==> src/rtl/core/slt_pkg.sv <==
// ----------------------------------------------------------------------------
// Source token lexer package
// Field widths, token kinds, error codes, character classes and the
// token record shared by the lexer modules.
// ----------------------------------------------------------------------------
package slt_pkg;

    // Field widths of one token.
    localparam int OFFSET_BITS = 24;
    localparam int LINE_BITS   = 20;
    localparam int COLUMN_BITS = 16;
    localparam int KIND_BITS   = 6;
    localparam int ERR_BITS    = 2;

    // Output queue sizing.
    localparam int FIFO_DEPTH    = 4;
    localparam int FIFO_PTR_BITS = $clog2(FIFO_DEPTH);
    localparam int FIFO_CNT_BITS = $clog2(FIFO_DEPTH + 1);

    // Token kinds.
    localparam logic [KIND_BITS-1:0] KIND_END        = 6'd0;
    localparam logic [KIND_BITS-1:0] KIND_IDENT      = 6'd1;
    localparam logic [KIND_BITS-1:0] KIND_INT        = 6'd2;
    localparam logic [KIND_BITS-1:0] KIND_FLOAT      = 6'd3;
    localparam logic [KIND_BITS-1:0] KIND_STRING     = 6'd4;
    localparam logic [KIND_BITS-1:0] KIND_REMARK     = 6'd5;
    localparam logic [KIND_BITS-1:0] KIND_LPAREN     = 6'd6;
    localparam logic [KIND_BITS-1:0] KIND_RPAREN     = 6'd7;
    localparam logic [KIND_BITS-1:0] KIND_LBRACE     = 6'd8;
    localparam logic [KIND_BITS-1:0] KIND_RBRACE     = 6'd9;
    localparam logic [KIND_BITS-1:0] KIND_LBRACKET   = 6'd10;
    localparam logic [KIND_BITS-1:0] KIND_RBRACKET   = 6'd11;
    localparam logic [KIND_BITS-1:0] KIND_SEP_COLON  = 6'd12;
    localparam logic [KIND_BITS-1:0] KIND_SEMI       = 6'd13;
    localparam logic [KIND_BITS-1:0] KIND_SEP_COMMA  = 6'd14;
    localparam logic [KIND_BITS-1:0] KIND_PERIOD     = 6'd15;
    localparam logic [KIND_BITS-1:0] KIND_AT         = 6'd16;
    localparam logic [KIND_BITS-1:0] KIND_BANG       = 6'd17;
    localparam logic [KIND_BITS-1:0] KIND_LT         = 6'd18;
    localparam logic [KIND_BITS-1:0] KIND_LE         = 6'd19;
    localparam logic [KIND_BITS-1:0] KIND_GT         = 6'd20;
    localparam logic [KIND_BITS-1:0] KIND_GE         = 6'd21;
    localparam logic [KIND_BITS-1:0] KIND_ASSIGN     = 6'd22;
    localparam logic [KIND_BITS-1:0] KIND_EQ         = 6'd23;
    localparam logic [KIND_BITS-1:0] KIND_ADD        = 6'd24;
    localparam logic [KIND_BITS-1:0] KIND_ADD_EQ     = 6'd25;
    localparam logic [KIND_BITS-1:0] KIND_ADD_ADD    = 6'd26;
    localparam logic [KIND_BITS-1:0] KIND_SUB        = 6'd27;
    localparam logic [KIND_BITS-1:0] KIND_SUB_EQ     = 6'd28;
    localparam logic [KIND_BITS-1:0] KIND_SUB_SUB    = 6'd29;
    localparam logic [KIND_BITS-1:0] KIND_MUL        = 6'd30;
    localparam logic [KIND_BITS-1:0] KIND_MUL_EQ     = 6'd31;
    localparam logic [KIND_BITS-1:0] KIND_SLASH      = 6'd32;
    localparam logic [KIND_BITS-1:0] KIND_SLASH_EQ   = 6'd33;
    localparam logic [KIND_BITS-1:0] KIND_PERCENT    = 6'd34;
    localparam logic [KIND_BITS-1:0] KIND_PERCENT_EQ = 6'd35;
    localparam logic [KIND_BITS-1:0] KIND_OR_OR      = 6'd36;
    localparam logic [KIND_BITS-1:0] KIND_AND_AND    = 6'd37;
    localparam logic [KIND_BITS-1:0] KIND_ILLEGAL    = 6'd38;

    // Error codes.
    localparam logic [ERR_BITS-1:0] ERR_NONE  = 2'd0;
    localparam logic [ERR_BITS-1:0] ERR_INT   = 2'd1;
    localparam logic [ERR_BITS-1:0] ERR_FLOAT = 2'd2;
    localparam logic [ERR_BITS-1:0] ERR_CHAR  = 2'd3;

    // Number radix codes.
    localparam logic [1:0] RADIX_BIN = 2'd0;
    localparam logic [1:0] RADIX_OCT = 2'd1;
    localparam logic [1:0] RADIX_DEC = 2'd2;
    localparam logic [1:0] RADIX_HEX = 2'd3;

    // Characters with a special role.
    localparam logic [7:0] CH_NEWLINE    = 8'h0A;
    localparam logic [7:0] CH_TAB        = 8'h09;
    localparam logic [7:0] CH_CR         = 8'h0D;
    localparam logic [7:0] CH_VT         = 8'h0B;
    localparam logic [7:0] CH_SPACE      = 8'h20;
    localparam logic [7:0] CH_QUOTE      = 8'h22;
    localparam logic [7:0] CH_BACKSLASH  = 8'h5C;
    localparam logic [7:0] CH_UNDERSCORE = 8'h5F;
    localparam logic [7:0] CH_DOT        = 8'h2E;
    localparam logic [7:0] CH_SLASH      = 8'h2F;
    localparam logic [7:0] CH_ZERO       = 8'h30;

    // One token as it leaves the block.
    typedef struct packed {
        logic [KIND_BITS-1:0]   kind;
        logic [OFFSET_BITS-1:0] start_offset;
        logic [OFFSET_BITS-1:0] end_offset;
        logic [LINE_BITS-1:0]   start_line;
        logic [COLUMN_BITS-1:0] start_column;
        logic [ERR_BITS-1:0]    error_code;
        logic                   last_of_run;
    } t_token;

    // Up to two tokens written to the output queue in one cycle.
    typedef struct packed {
        logic   first_vld;
        logic   second_vld;
        t_token first;
        t_token second;
    } t_push;

    function automatic logic is_space(input logic [7:0] c);
        return (c == CH_SPACE) || (c == CH_NEWLINE) || (c == CH_TAB) ||
               (c == CH_CR) || (c == CH_VT);
    endfunction

    function automatic logic is_letter(input logic [7:0] c);
        return ((c >= "a") && (c <= "z")) || ((c >= "A") && (c <= "Z"));
    endfunction

    function automatic logic is_digit(input logic [7:0] c);
        return (c >= "0") && (c <= "9");
    endfunction

    // True when c is a digit of the given radix.
    function automatic logic radix_digit(input logic [7:0] c, input logic [1:0] radix);
        logic ok;
        case (radix)
            RADIX_BIN: ok = (c == "0") || (c == "1");
            RADIX_OCT: ok = (c >= "0") && (c <= "7");
            RADIX_DEC: ok = is_digit(c);
            default:   ok = is_digit(c) || ((c >= "a") && (c <= "f")) ||
                            ((c >= "A") && (c <= "F"));
        endcase
        return ok;
    endfunction

    // Kind of a character that is a token by itself, KIND_END if none.
    function automatic logic [KIND_BITS-1:0] single_char_kind(input logic [7:0] c);
        logic [KIND_BITS-1:0] k;
        case (c)
            "(":     k = KIND_LPAREN;
            ")":     k = KIND_RPAREN;
            "{":     k = KIND_LBRACE;
            "}":     k = KIND_RBRACE;
            "[":     k = KIND_LBRACKET;
            "]":     k = KIND_RBRACKET;
            ":":     k = KIND_SEP_COLON;
            ";":     k = KIND_SEMI;
            ",":     k = KIND_SEP_COMMA;
            ".":     k = KIND_PERIOD;
            "@":     k = KIND_AT;
            "!":     k = KIND_BANG;
            default: k = KIND_END;
        endcase
        return k;
    endfunction

    // Kind of an operator character left alone, KIND_END if c is no operator.
    function automatic logic [KIND_BITS-1:0] lone_op_kind(input logic [7:0] c);
        logic [KIND_BITS-1:0] k;
        case (c)
            "<":      k = KIND_LT;
            ">":      k = KIND_GT;
            "=":      k = KIND_ASSIGN;
            "+":      k = KIND_ADD;
            "-":      k = KIND_SUB;
            "*":      k = KIND_MUL;
            "/":      k = KIND_SLASH;
            "%":      k = KIND_PERCENT;
            "|", "&": k = KIND_ILLEGAL;
            default:  k = KIND_END;
        endcase
        return k;
    endfunction

    // Kind of an operator character followed by an equals sign.
    function automatic logic [KIND_BITS-1:0] eq_op_kind(input logic [7:0] c);
        logic [KIND_BITS-1:0] k;
        case (c)
            "<":     k = KIND_LE;
            ">":     k = KIND_GE;
            "=":     k = KIND_EQ;
            "+":     k = KIND_ADD_EQ;
            "-":     k = KIND_SUB_EQ;
            "*":     k = KIND_MUL_EQ;
            "/":     k = KIND_SLASH_EQ;
            "%":     k = KIND_PERCENT_EQ;
            default: k = KIND_END;
        endcase
        return k;
    endfunction

endpackage

==> src/rtl/core/slt_ifs.sv <==
// ----------------------------------------------------------------------------
// Source token lexer channels
// Valid/ready channels for source bytes in and tokens out.
// ----------------------------------------------------------------------------

// Source byte channel.
interface slt_byte_if;
    logic       valid;
    logic       ready;
    logic [7:0] char_byte;
    logic       end_of_input;

    modport source (output valid, output char_byte, output end_of_input, input ready);
    modport sink (input valid, input char_byte, input end_of_input, output ready);
endinterface

// Token channel.
interface slt_token_if;
    logic                           valid;
    logic                           ready;
    logic [slt_pkg::KIND_BITS-1:0]   token_kind;
    logic [slt_pkg::OFFSET_BITS-1:0] start_offset;
    logic [slt_pkg::OFFSET_BITS-1:0] end_offset;
    logic [slt_pkg::LINE_BITS-1:0]   start_line;
    logic [slt_pkg::COLUMN_BITS-1:0] start_column;
    logic [slt_pkg::ERR_BITS-1:0]    error_code;
    logic                           last_of_run;

    modport source (
        output valid, output token_kind, output start_offset, output end_offset,
        output start_line, output start_column, output error_code, output last_of_run,
        input ready
    );
    modport sink (
        input valid, input token_kind, input start_offset, input end_offset,
        input start_line, input start_column, input error_code, input last_of_run,
        output ready
    );
endinterface

==> src/rtl/core/slt_scan.sv <==
// ----------------------------------------------------------------------------
// Source token lexer scanner
// Mode machine and position counters. Each accepted item updates the
// state and yields up to two finished tokens for the output queue.
// ----------------------------------------------------------------------------
module slt_scan (
    input  logic           i_clk,
    input  logic           i_rst_n,
    input  logic           i_accept,
    input  logic [7:0]     i_char_byte,
    input  logic           i_end_of_input,
    output slt_pkg::t_push o_push
);
    import slt_pkg::*;

    // Scan modes.
    localparam logic [3:0] MODE_IDLE          = 4'd0;
    localparam logic [3:0] MODE_IDENT         = 4'd1;
    localparam logic [3:0] MODE_NUM_ZERO      = 4'd2;
    localparam logic [3:0] MODE_NUM_RADIX     = 4'd3;
    localparam logic [3:0] MODE_NUM_INT       = 4'd4;
    localparam logic [3:0] MODE_NUM_FRAC      = 4'd5;
    localparam logic [3:0] MODE_NUM_EXP_START = 4'd6;
    localparam logic [3:0] MODE_NUM_EXP       = 4'd7;
    localparam logic [3:0] MODE_STRING        = 4'd8;
    localparam logic [3:0] MODE_STRING_ESC    = 4'd9;
    localparam logic [3:0] MODE_COMMENT       = 4'd10;
    localparam logic [3:0] MODE_OP            = 4'd11;

    typedef struct packed {
        logic                 vld;
        logic [KIND_BITS-1:0] kind;
        logic [ERR_BITS-1:0]  err;
    } t_close;

    // Token that the pending mode turns into when something ends it.
    function automatic t_close close_info(
        input logic [3:0]          mode,
        input logic                ds,
        input logic [ERR_BITS-1:0] pe,
        input logic [7:0]          op
    );
        t_close r;
        r.vld  = 1'b1;
        r.kind = KIND_END;
        r.err  = ERR_NONE;
        case (mode)
            MODE_IDENT: r.kind = KIND_IDENT;
            MODE_NUM_ZERO, MODE_NUM_INT: begin
                r.kind = KIND_INT;
                r.err  = pe;
            end
            MODE_NUM_RADIX: begin
                r.kind = KIND_INT;
                r.err  = ds ? pe : ERR_INT;
            end
            MODE_NUM_FRAC, MODE_NUM_EXP: begin
                r.kind = KIND_FLOAT;
                r.err  = ds ? pe : ERR_FLOAT;
            end
            MODE_NUM_EXP_START: begin
                r.kind = KIND_FLOAT;
                r.err  = ERR_FLOAT;
            end
            MODE_STRING, MODE_STRING_ESC: r.kind = KIND_STRING;
            MODE_COMMENT: r.kind = KIND_REMARK;
            MODE_OP: begin
                r.kind = lone_op_kind(op);
                if (r.kind == KIND_END) begin
                    r.kind = KIND_ILLEGAL;
                end
                r.err = (r.kind == KIND_ILLEGAL) ? ERR_CHAR : ERR_NONE;
            end
            default: r.vld = 1'b0;
        endcase
        return r;
    endfunction

    logic [3:0]             r_mode, n_mode;
    logic [1:0]             r_radix, n_radix;
    logic                   r_digits, n_digits;
    logic [ERR_BITS-1:0]    r_pend_err, n_pend_err;
    logic [7:0]             r_op, n_op;
    logic [OFFSET_BITS-1:0] r_tok_off, n_tok_off;
    logic [LINE_BITS-1:0]   r_tok_line, n_tok_line;
    logic [COLUMN_BITS-1:0] r_tok_col, n_tok_col;
    logic [OFFSET_BITS-1:0] r_off, n_off;
    logic [LINE_BITS-1:0]   r_line, n_line;
    logic [COLUMN_BITS-1:0] r_col, n_col;

    logic [7:0]             w_c;
    logic [OFFSET_BITS-1:0] w_next;
    t_close                 w_close;
    logic                   w_a_vld;
    logic [KIND_BITS-1:0]   w_a_kind;
    logic [ERR_BITS-1:0]    w_a_err;
    logic                   w_a_at_next;
    logic                   w_b_vld;
    logic [KIND_BITS-1:0]   w_b_kind;
    logic [ERR_BITS-1:0]    w_b_err;
    logic                   w_do_idle;
    t_token                 w_tok_a;
    t_token                 w_tok_b;

    assign w_c     = i_char_byte;
    assign w_next  = r_off + OFFSET_BITS'(1);
    assign w_close = close_info(r_mode, r_digits, r_pend_err, r_op);

    // Next state and the tokens that this item finishes. Token A is the
    // pending token (start from the token registers); token B starts at
    // the current position.
    always_comb begin
        n_mode      = r_mode;
        n_radix     = r_radix;
        n_digits    = r_digits;
        n_pend_err  = r_pend_err;
        n_op        = r_op;
        n_tok_off   = r_tok_off;
        n_tok_line  = r_tok_line;
        n_tok_col   = r_tok_col;
        n_off       = r_off;
        n_line      = r_line;
        n_col       = r_col;
        w_a_vld     = 1'b0;
        w_a_kind    = KIND_END;
        w_a_err     = ERR_NONE;
        w_a_at_next = 1'b0;
        w_b_vld     = 1'b0;
        w_b_kind    = KIND_END;
        w_b_err     = ERR_NONE;
        w_do_idle   = 1'b0;

        if (i_end_of_input) begin
            // Flush the pending token, then the end token at the current place.
            w_a_vld    = w_close.vld;
            w_a_kind   = w_close.kind;
            w_a_err    = w_close.err;
            w_b_vld    = 1'b1;
            w_b_kind   = KIND_END;
            n_mode     = MODE_IDLE;
            n_tok_off  = r_off;
            n_tok_line = r_line;
            n_tok_col  = r_col;
        end else begin
            case (r_mode)
                MODE_IDENT: begin
                    if (!(is_letter(w_c) || is_digit(w_c) || (w_c == CH_UNDERSCORE))) begin
                        w_do_idle = 1'b1;
                    end
                end
                MODE_NUM_ZERO, MODE_NUM_INT: begin
                    if ((r_mode == MODE_NUM_ZERO) && (w_c inside {"b", "B"})) begin
                        n_radix  = RADIX_BIN;
                        n_digits = 1'b0;
                        n_mode   = MODE_NUM_RADIX;
                    end else if ((r_mode == MODE_NUM_ZERO) && (w_c inside {"o", "O"})) begin
                        n_radix  = RADIX_OCT;
                        n_digits = 1'b0;
                        n_mode   = MODE_NUM_RADIX;
                    end else if ((r_mode == MODE_NUM_ZERO) && (w_c inside {"d", "D"})) begin
                        n_radix  = RADIX_DEC;
                        n_digits = 1'b0;
                        n_mode   = MODE_NUM_RADIX;
                    end else if ((r_mode == MODE_NUM_ZERO) && (w_c inside {"x", "X"})) begin
                        n_radix  = RADIX_HEX;
                        n_digits = 1'b0;
                        n_mode   = MODE_NUM_RADIX;
                    end else if (is_digit(w_c)) begin
                        n_mode = MODE_NUM_INT;
                    end else if (w_c == CH_DOT) begin
                        n_mode   = MODE_NUM_FRAC;
                        n_digits = 1'b0;
                    end else if (w_c inside {"e", "E"}) begin
                        n_mode = MODE_NUM_EXP_START;
                    end else begin
                        w_do_idle = 1'b1;
                    end
                end
                MODE_NUM_RADIX: begin
                    if (radix_digit(w_c, r_radix)) begin
                        n_digits = 1'b1;
                    end else begin
                        w_do_idle = 1'b1;
                    end
                end
                MODE_NUM_FRAC: begin
                    if (is_digit(w_c)) begin
                        n_digits = 1'b1;
                    end else if (w_c inside {"e", "E"}) begin
                        if (!r_digits) begin
                            n_pend_err = ERR_FLOAT;
                        end
                        n_mode = MODE_NUM_EXP_START;
                    end else begin
                        w_do_idle = 1'b1;
                    end
                end
                MODE_NUM_EXP_START: begin
                    // An optional sign, else the byte is looked at as an exponent digit.
                    n_digits = 1'b0;
                    n_mode   = MODE_NUM_EXP;
                    if (w_c inside {"+", "-"}) begin
                        n_digits = 1'b0;
                    end else if (is_digit(w_c)) begin
                        n_digits = 1'b1;
                    end else begin
                        w_do_idle = 1'b1;
                    end
                end
                MODE_NUM_EXP: begin
                    if (is_digit(w_c)) begin
                        n_digits = 1'b1;
                    end else begin
                        w_do_idle = 1'b1;
                    end
                end
                MODE_STRING: begin
                    if (w_c == CH_QUOTE) begin
                        w_a_vld     = 1'b1;
                        w_a_kind    = KIND_STRING;
                        w_a_at_next = 1'b1;
                        n_mode      = MODE_IDLE;
                    end else if (w_c == CH_BACKSLASH) begin
                        n_mode = MODE_STRING_ESC;
                    end
                end
                MODE_STRING_ESC: begin
                    n_mode = MODE_STRING;
                end
                MODE_COMMENT: begin
                    if (w_c == CH_NEWLINE) begin
                        w_do_idle = 1'b1;
                    end
                end
                MODE_OP: begin
                    if ((w_c == "=") && !(r_op inside {"|", "&"})) begin
                        w_a_vld     = 1'b1;
                        w_a_kind    = eq_op_kind(r_op);
                        w_a_at_next = 1'b1;
                        n_mode      = MODE_IDLE;
                    end else if ((w_c == r_op) && (r_op inside {"+", "-", "|", "&"})) begin
                        w_a_vld     = 1'b1;
                        w_a_at_next = 1'b1;
                        n_mode      = MODE_IDLE;
                        case (r_op)
                            "+":     w_a_kind = KIND_ADD_ADD;
                            "-":     w_a_kind = KIND_SUB_SUB;
                            "|":     w_a_kind = KIND_OR_OR;
                            default: w_a_kind = KIND_AND_AND;
                        endcase
                    end else if ((w_c == r_op) && (r_op == CH_SLASH)) begin
                        n_mode = MODE_COMMENT;
                    end else begin
                        w_do_idle = 1'b1;
                    end
                end
                default: begin
                    w_do_idle = 1'b1;
                end
            endcase

            // A byte that ends a pending token closes it, then starts afresh.
            if (w_do_idle) begin
                w_a_vld  = w_close.vld;
                w_a_kind = w_close.kind;
                w_a_err  = w_close.err;
                n_mode   = MODE_IDLE;
                if (!is_space(w_c)) begin
                    n_tok_off  = r_off;
                    n_tok_line = r_line;
                    n_tok_col  = r_col;
                    n_pend_err = ERR_NONE;
                    n_digits   = 1'b0;
                    if (is_letter(w_c)) begin
                        n_mode = MODE_IDENT;
                    end else if (w_c == CH_ZERO) begin
                        n_mode = MODE_NUM_ZERO;
                    end else if (is_digit(w_c)) begin
                        n_mode = MODE_NUM_INT;
                    end else if (w_c == CH_QUOTE) begin
                        n_mode = MODE_STRING;
                    end else if (single_char_kind(w_c) != KIND_END) begin
                        w_b_vld  = 1'b1;
                        w_b_kind = single_char_kind(w_c);
                    end else if (lone_op_kind(w_c) != KIND_END) begin
                        n_op   = w_c;
                        n_mode = MODE_OP;
                    end else begin
                        w_b_vld  = 1'b1;
                        w_b_kind = KIND_ILLEGAL;
                        w_b_err  = ERR_CHAR;
                    end
                end
            end

            // Position counters: offset wraps, line and column saturate.
            n_off = w_next;
            if (w_c == CH_NEWLINE) begin
                n_col = COLUMN_BITS'(1);
                if (r_line != {LINE_BITS{1'b1}}) begin
                    n_line = r_line + LINE_BITS'(1);
                end
            end else if (r_col != {COLUMN_BITS{1'b1}}) begin
                n_col = r_col + COLUMN_BITS'(1);
            end
        end
    end

    // Assemble the two candidate tokens.
    always_comb begin
        w_tok_a.kind         = w_a_kind;
        w_tok_a.start_offset = r_tok_off;
        w_tok_a.end_offset   = w_a_at_next ? w_next : r_off;
        w_tok_a.start_line   = r_tok_line;
        w_tok_a.start_column = r_tok_col;
        w_tok_a.error_code   = w_a_err;
        w_tok_a.last_of_run  = !w_b_vld;

        w_tok_b.kind         = w_b_kind;
        w_tok_b.start_offset = r_off;
        w_tok_b.end_offset   = i_end_of_input ? r_off : w_next;
        w_tok_b.start_line   = r_line;
        w_tok_b.start_column = r_col;
        w_tok_b.error_code   = w_b_err;
        w_tok_b.last_of_run  = 1'b1;
    end

    // Tokens are packed to the front: A if present, then B.
    assign o_push.first_vld  = i_accept && (w_a_vld || w_b_vld);
    assign o_push.second_vld = i_accept && w_a_vld && w_b_vld;
    assign o_push.first      = w_a_vld ? w_tok_a : w_tok_b;
    assign o_push.second     = w_tok_b;

    // State registers, updated once per accepted item.
    always_ff @(posedge i_clk) begin
        if (!i_rst_n) begin
            r_mode     <= MODE_IDLE;
            r_radix    <= RADIX_BIN;
            r_digits   <= 1'b0;
            r_pend_err <= ERR_NONE;
            r_op       <= '0;
            r_tok_off  <= '0;
            r_tok_line <= '0;
            r_tok_col  <= '0;
            r_off      <= '0;
            r_line     <= LINE_BITS'(1);
            r_col      <= COLUMN_BITS'(1);
        end else if (i_accept) begin
            r_mode     <= n_mode;
            r_radix    <= n_radix;
            r_digits   <= n_digits;
            r_pend_err <= n_pend_err;
            r_op       <= n_op;
            r_tok_off  <= n_tok_off;
            r_tok_line <= n_tok_line;
            r_tok_col  <= n_tok_col;
            r_off      <= n_off;
            r_line     <= n_line;
            r_col      <= n_col;
        end
    end

endmodule

==> src/rtl/core/slt_ofifo.sv <==
// ----------------------------------------------------------------------------
// Source token lexer output queue
// Small queue that takes up to two tokens a cycle and hands out one.
// ----------------------------------------------------------------------------
module slt_ofifo (
    input  logic           i_clk,
    input  logic           i_rst_n,
    input  slt_pkg::t_push i_push,
    output logic           o_ready,
    slt_token_if.source    o_token
);
    import slt_pkg::*;

    localparam logic [FIFO_CNT_BITS-1:0] READY_LIMIT = FIFO_CNT_BITS'(FIFO_DEPTH - 2);

    t_token                   r_mem [FIFO_DEPTH];
    logic [FIFO_PTR_BITS-1:0] r_wp, n_wp;
    logic [FIFO_PTR_BITS-1:0] r_rp, n_rp;
    logic [FIFO_CNT_BITS-1:0] r_count, n_count;
    logic [1:0]               w_push_n;
    logic                     w_pop;
    t_token                   w_head;

    assign w_push_n = {1'b0, i_push.first_vld} + {1'b0, i_push.second_vld};
    assign w_pop    = o_token.valid && o_token.ready;

    // Room for two more tokens is needed before the next item is taken.
    assign o_ready = (r_count <= READY_LIMIT);

    assign n_wp    = r_wp + FIFO_PTR_BITS'(w_push_n);
    assign n_rp    = r_rp + FIFO_PTR_BITS'(w_pop);
    assign n_count = r_count + FIFO_CNT_BITS'(w_push_n) - FIFO_CNT_BITS'(w_pop);

    // Token storage.
    always_ff @(posedge i_clk) begin
        if (i_push.first_vld) begin
            r_mem[r_wp] <= i_push.first;
        end
        if (i_push.second_vld) begin
            r_mem[r_wp + FIFO_PTR_BITS'(1)] <= i_push.second;
        end
    end

    // Pointers and fill level.
    always_ff @(posedge i_clk) begin
        if (!i_rst_n) begin
            r_wp    <= '0;
            r_rp    <= '0;
            r_count <= '0;
        end else begin
            r_wp    <= n_wp;
            r_rp    <= n_rp;
            r_count <= n_count;
        end
    end

    // Head of the queue drives the token channel.
    assign w_head               = r_mem[r_rp];
    assign o_token.valid        = (r_count != '0);
    assign o_token.token_kind   = w_head.kind;
    assign o_token.start_offset = w_head.start_offset;
    assign o_token.end_offset   = w_head.end_offset;
    assign o_token.start_line   = w_head.start_line;
    assign o_token.start_column = w_head.start_column;
    assign o_token.error_code   = w_head.error_code;
    assign o_token.last_of_run  = w_head.last_of_run;

endmodule

==> src/rtl/core/source_token_lexer.sv <==
// ----------------------------------------------------------------------------
// Source token lexer
// Streaming lexer: ASCII bytes in, tokens with position and error out.
// ----------------------------------------------------------------------------
// The lexer takes one source byte per clock and returns tokens (kind, byte
// range, line, column, error code) on a separate channel. A byte updates a
// small mode machine in the same cycle it is accepted; the tokens it finishes,
// at most two per item, are written into a four-entry token queue whose head
// drives the output. Input ready stays high while the queue holds two
// tokens or fewer, so the block runs at one item per clock as long as the
// token consumer keeps pace; it stalls only when the consumer falls behind.
// An item with end_of_input set flushes any pending token and then emits the
// end token. last_of_run marks the final token of each item.
// ----------------------------------------------------------------------------
module source_token_lexer (
    input  logic       i_clk,
    input  logic       i_rst_n,
    slt_byte_if.sink   i_byte,
    slt_token_if.source o_token
);
    import slt_pkg::*;

    logic  w_ready;
    logic  w_accept;
    t_push w_push;

    // Input handshake.
    assign i_byte.ready = w_ready;
    assign w_accept     = i_byte.valid && w_ready;

    // Mode machine and position counters.
    slt_scan u_scan (
        .i_clk          (i_clk),
        .i_rst_n        (i_rst_n),
        .i_accept       (w_accept),
        .i_char_byte    (i_byte.char_byte),
        .i_end_of_input (i_byte.end_of_input),
        .o_push         (w_push)
    );

    // Token queue towards the consumer.
    slt_ofifo u_ofifo (
        .i_clk   (i_clk),
        .i_rst_n (i_rst_n),
        .i_push  (w_push),
        .o_ready (w_ready),
        .o_token (o_token)
    );

endmodule

==> src/flat_wrapper.sv <==
// flat-port wrapper written by rule: the top's interface ports become plain ports
module source_token_lexer_flat import slt_pkg::*;
  (i_clk, i_rst_n, i_byte_valid, i_byte_char_byte, i_byte_end_of_input, i_byte_ready, o_token_valid, o_token_token_kind, o_token_start_offset, o_token_end_offset, o_token_start_line, o_token_start_column, o_token_error_code, o_token_last_of_run, o_token_ready);
  slt_byte_if i_byte_i ();
  slt_token_if o_token_i ();
  input  logic i_clk;
  input  logic i_rst_n;
  input wire logic [$bits(i_byte_i.valid)-1:0] i_byte_valid;
  input wire logic [$bits(i_byte_i.char_byte)-1:0] i_byte_char_byte;
  input wire logic [$bits(i_byte_i.end_of_input)-1:0] i_byte_end_of_input;
  output wire logic [$bits(i_byte_i.ready)-1:0] i_byte_ready;
  output wire logic [$bits(o_token_i.valid)-1:0] o_token_valid;
  output wire logic [$bits(o_token_i.token_kind)-1:0] o_token_token_kind;
  output wire logic [$bits(o_token_i.start_offset)-1:0] o_token_start_offset;
  output wire logic [$bits(o_token_i.end_offset)-1:0] o_token_end_offset;
  output wire logic [$bits(o_token_i.start_line)-1:0] o_token_start_line;
  output wire logic [$bits(o_token_i.start_column)-1:0] o_token_start_column;
  output wire logic [$bits(o_token_i.error_code)-1:0] o_token_error_code;
  output wire logic [$bits(o_token_i.last_of_run)-1:0] o_token_last_of_run;
  input wire logic [$bits(o_token_i.ready)-1:0] o_token_ready;
  assign i_byte_i.valid = i_byte_valid;
  assign i_byte_i.char_byte = i_byte_char_byte;
  assign i_byte_i.end_of_input = i_byte_end_of_input;
  assign i_byte_ready = i_byte_i.ready;
  assign o_token_valid = o_token_i.valid;
  assign o_token_token_kind = o_token_i.token_kind;
  assign o_token_start_offset = o_token_i.start_offset;
  assign o_token_end_offset = o_token_i.end_offset;
  assign o_token_start_line = o_token_i.start_line;
  assign o_token_start_column = o_token_i.start_column;
  assign o_token_error_code = o_token_i.error_code;
  assign o_token_last_of_run = o_token_i.last_of_run;
  assign o_token_i.ready = o_token_ready;
  source_token_lexer u_core (.i_clk(i_clk), .i_rst_n(i_rst_n), .i_byte(i_byte_i), .o_token(o_token_i));
endmodule
==> config.mk <==
export PLATFORM = sky130hd
export DESIGN_NAME = source_token_lexer_flat
export DESIGN_NICKNAME = d
export VERILOG_FILES = /design/src/rtl/core/slt_pkg.sv /design/src/rtl/core/slt_ifs.sv /design/src/rtl/core/slt_scan.sv /design/src/rtl/core/slt_ofifo.sv /design/src/rtl/core/source_token_lexer.sv /design/src/flat_wrapper.sv
export SDC_FILE = /design/constraint.sdc
export NUM_CORES = 1
export LEC_CHECK = 0
export BUFFER_PORTS_ARGS = -buffer_cell sky130_fd_sc_hd__buf_2
export CELL_PAD_IN_SITES_DETAIL_PLACEMENT = 0
export CELL_PAD_IN_SITES_GLOBAL_PLACEMENT = 1
export CORE_MARGIN = 4
export CORE_UTILIZATION = 30
export CTS_CLUSTER_SIZE = 28
export DETAILED_ROUTE_END_ITERATION = 6
export PLACE_DENSITY = 0.55
export RECOVER_POWER = 50
export SLEW_MARGIN = 10
export SYNTH_ARGS = -nofsm -noshare
export SYNTH_HDL_FRONTEND = slang
export SYNTH_SLANG_ARGS = --single-unit
==> constraint.sdc <==
create_clock -name i_clk -period 6.1 [get_ports i_clk]
set_input_delay 0.61 -clock i_clk [delete_from_list [all_inputs] [get_ports i_clk]]
set_output_delay 0.61 -clock i_clk [all_outputs]
set_load 0.05 [all_outputs]
==> run metrics <==
initial cell density of the core=0.302; vias post-DR=slightly below 20000; vias in the first global route=around 20000; H-tree levels=2; cell taking the most area after synthesis=edfxtp_1; Post-CTS Hold Buffers=0; fin crit share=0.891; DR iter-0 viols=roughly 1700; Net Sw Frac=0.393; CP startpoint=u_core.u_scan.r_mode[0]; die area=roughly 94000 sq um; top-count cell post-synth=edfxtp_1; area of placed instances=~28000 sq um; port buffer count=about 110; Slew headroom=-1.58; antenna-violating nets left=0; Synth top area share=0.415; clk_lat worst skew=approximately 0.64 ns; number of synthesized flops with an enable pin=368; design area=approximately 30000 sq um; outcome=finished, violations left; post-DP HPWL=roughly 50000 um; Warnings, synthesis=0; Num CTS Buffers=60; Worst Path Buf+Inv=5; Die W=~310 um; drt first pass iters=5; NetSw=between 0.004 and 0.005 W; core box area=approximately 88000 sq um; Seq/Total Area, Yosys=0.526; WHS=between 0.4 and 0.5 ns; root buf cell=clkbuf_16; Mapped Area=about 27000 sq um; first-pass GRT wire length=131000 um; worst vdd ir=~0.24 mV; post_cts resized=0; Worst setup EP type=register; hold_sp=u_core.u_ofifo.r_mem[2][0]; FP Rows=approximately 110; WS Path Type=reg -> reg; total gr overflow=0; CP max stage cell=dfxtp_1; filler cell count in the final layout=between 8000 and 9000; largest net degree at the start of global routing=72; area grow syn2layout=12.0%; IO Pins=roughly 110; FF/Latch Area=14000 sq um; pwr dens=~400 nW/um^2; footprint of the multi-input gates=between 10000 and 15000 sq um; max-slew violation count=between 300 and 400; top post-synthesis cells by area=edfxtp_1, dfxtp_1, a22o_1; failing checks=max-capacitance violations, max-slew violations; Critical Path, Cell by Cell=nor4_1, a21oi_1, o31ai_1, a2111o_1, o21ai_0, clkbuf_1, or3_1, buf_4, and2_1, buf_4, inv_4, clkbuf_2, a22oi_1, o21ai_1; Final Hold Fails=0; Peak Freq=roughly 180 MHz; Clk pwr share=0.297; die height=306 um; GP Congestion=~0.84; Syn Area/Cell=between 10 and 15 sq um; Critical R2R Launch=u_core.u_scan.r_mode[0]; Sink Count=about 520; total track usage=0.183; Routed Wire Length=88400 um; Top cell by count, worst path=buf_4; part of the power in combinational logic=0.326; setup TNS=0 ns; clock transition at the registers of the reported paths=roughly 0.06 ns; element type at the critical path start=register; maximum clock path buffer count=3; Crit path largest cell delay=0.97 ns; Most used DFF post-synth=edfxtp_1; initial antenna violation count=3; CP max FO=25; Post-CTS Setup Inserts=0; CTS tree=yes; Netlist cell types=about 100; Worst Hold Class=reg -> reg; layout cell share with drive strength beyond 1=0.128; # setup viols final=0; Least-Margin Pin Slew=3.86 ns; min cycle time layout=5.44 ns; required time of the critical path=about 6.5 ns; Internal=between 0.007 and 0.008 W; Top delay family on crit path=compound AO/OA/AOI/OAI gates; Seq pwr share=0.377; fraction of registers with async set/reset=0; MaxCap Viol Count=7; leading cell types by count after synthesis=edfxtp_1, nand2_1, a22o_1; synthesis-stage register bit count=~520; Vias per Instance=5.58; Mapped Cells=roughly 2300; nets@finish=~2300; Residual DRC=0; Worst EP arrival=between 5 and 6 ns; Static Leak=around 9.7 nW; unrepaired setup endpoints after global routing=no; wire per inst=25.2 um; skew final=roughly 0.024 ns; net count after synthesis=roughly 2300
## cell families (layout without fill, tap and decap cells)
kind of cell | Yosys count | count (layout) | synth area share
mux | 107 | 107 | 0.0840
fa+ha+maj | 11 | 11 | 0.00535
compound gates | 719 | 719 | 0.203
other cells | 0 | 2 | 0
buf+inv | 268 | 299 | 0.0434
flops | 516 | 516 | 0.526
simple gates | 642 | 642 | 0.122
xor+xnor | 50 | 50 | 0.0164
## through the flow
| stage | total power, W | cells | utilization | setup WS (ns) |
|---|---|---|---|---|
| after detailed placement | 0.00866 | 3396 | 0.320 | 1.02 |
| after floorplan | 0.00727 | 2313 | - | 1.77 |
| after CTS | 0.0122 | 3509 | 0.342 | 1.17 |
| final | 0.0119 | 3511 | 0.338 | 0.664 |
| after global routing | 0.0124 | 3510 | 0.338 | 0.434 |
| after global placement | 0.00865 | 3396 | 0.320 | 0.942 |
## power groups by stage
stage	combinational (W)	clock [W]	sequential (W)
after floorplan	0.00285	0	0.00442
after global placement	0.00409	0	0.00457
after detailed placement	0.00407	0	0.00459
after CTS	0.00407	0.00363	0.00452
after global routing	0.00408	0.00377	0.00456
final	0.00389	0.00355	0.00451
## cell usage in the layout (no fill, tap or decap), types with 20 or more instances in the layout
master	count
o22ai_1	34
nor2b_1	24
edfxtp_1	368
clkbuf_1	112
inv_1	33
buf_2	25
nor2_1	83
dfxtp_1	146
xor2_1	22
clkbuf_16	60
o21ai_0	117
and3_1	24
nand3_1	46
and2_1	40
a21boi_0	86
mux4_2	93
or3_1	36
buf_4	20
a22o_1	245
nand2_1	264
a2bb2oi_1	20
a21oi_1	70
xnor2_1	28
## path summary, 6_finish.rpt
check                                              endpoint  slack, ns  cells past startpoint
worst min-delay path             u_core.u_ofifo.r_mem[2][0]       0.46                      1
worst min register to register   u_core.u_ofifo.r_mem[2][0]       0.46                      1
worst max register to register  u_core.u_ofifo.r_mem[2][55]       0.66                     14
worst max-delay path            u_core.u_ofifo.r_mem[2][55]       0.66                     14
## area by class of cell
class,instances,area share
diodes,2,0.000168
clock buffers,95,0.0587
clock inverters,18,0.00650
inverters,37,0.00499
multi-input cells,1529,0.385
flip-flops and latches,516,0.470
well taps,1165,0.0488
repair buffers,149,0.0267
## sequential cells by signal, summed over array words and instances (netlist names)
signal                    count
u_core.u_ofifo.r_mem        372
u_core.u_ofifo.r_count        3
u_core.u_scan.r_op            8
u_core.u_scan.r_tok_col      16
u_core.u_scan.r_tok_line     20
u_core.u_scan.r_radix         2
u_core.u_ofifo.r_wp           2
u_core.u_scan.r_tok_off      24
u_core.u_scan.r_mode          4
u_core.u_scan.r_pend_err      2
u_core.u_scan.r_line         20
u_core.u_scan.r_off          24
u_core.u_scan.r_digits        1
u_core.u_scan.r_col          16
u_core.u_ofifo.r_rp           2
## metal layers
metal	GRT usage	vias to the layer above	routed length, um
met3	0.0294	108	5140
met5	0	-	8
met2	0.313	645	43300
met1	0.244	9996	38200
li1	-	8832	-
met4	0.0412	2	1740
Power figures use the tool's default switching activity.
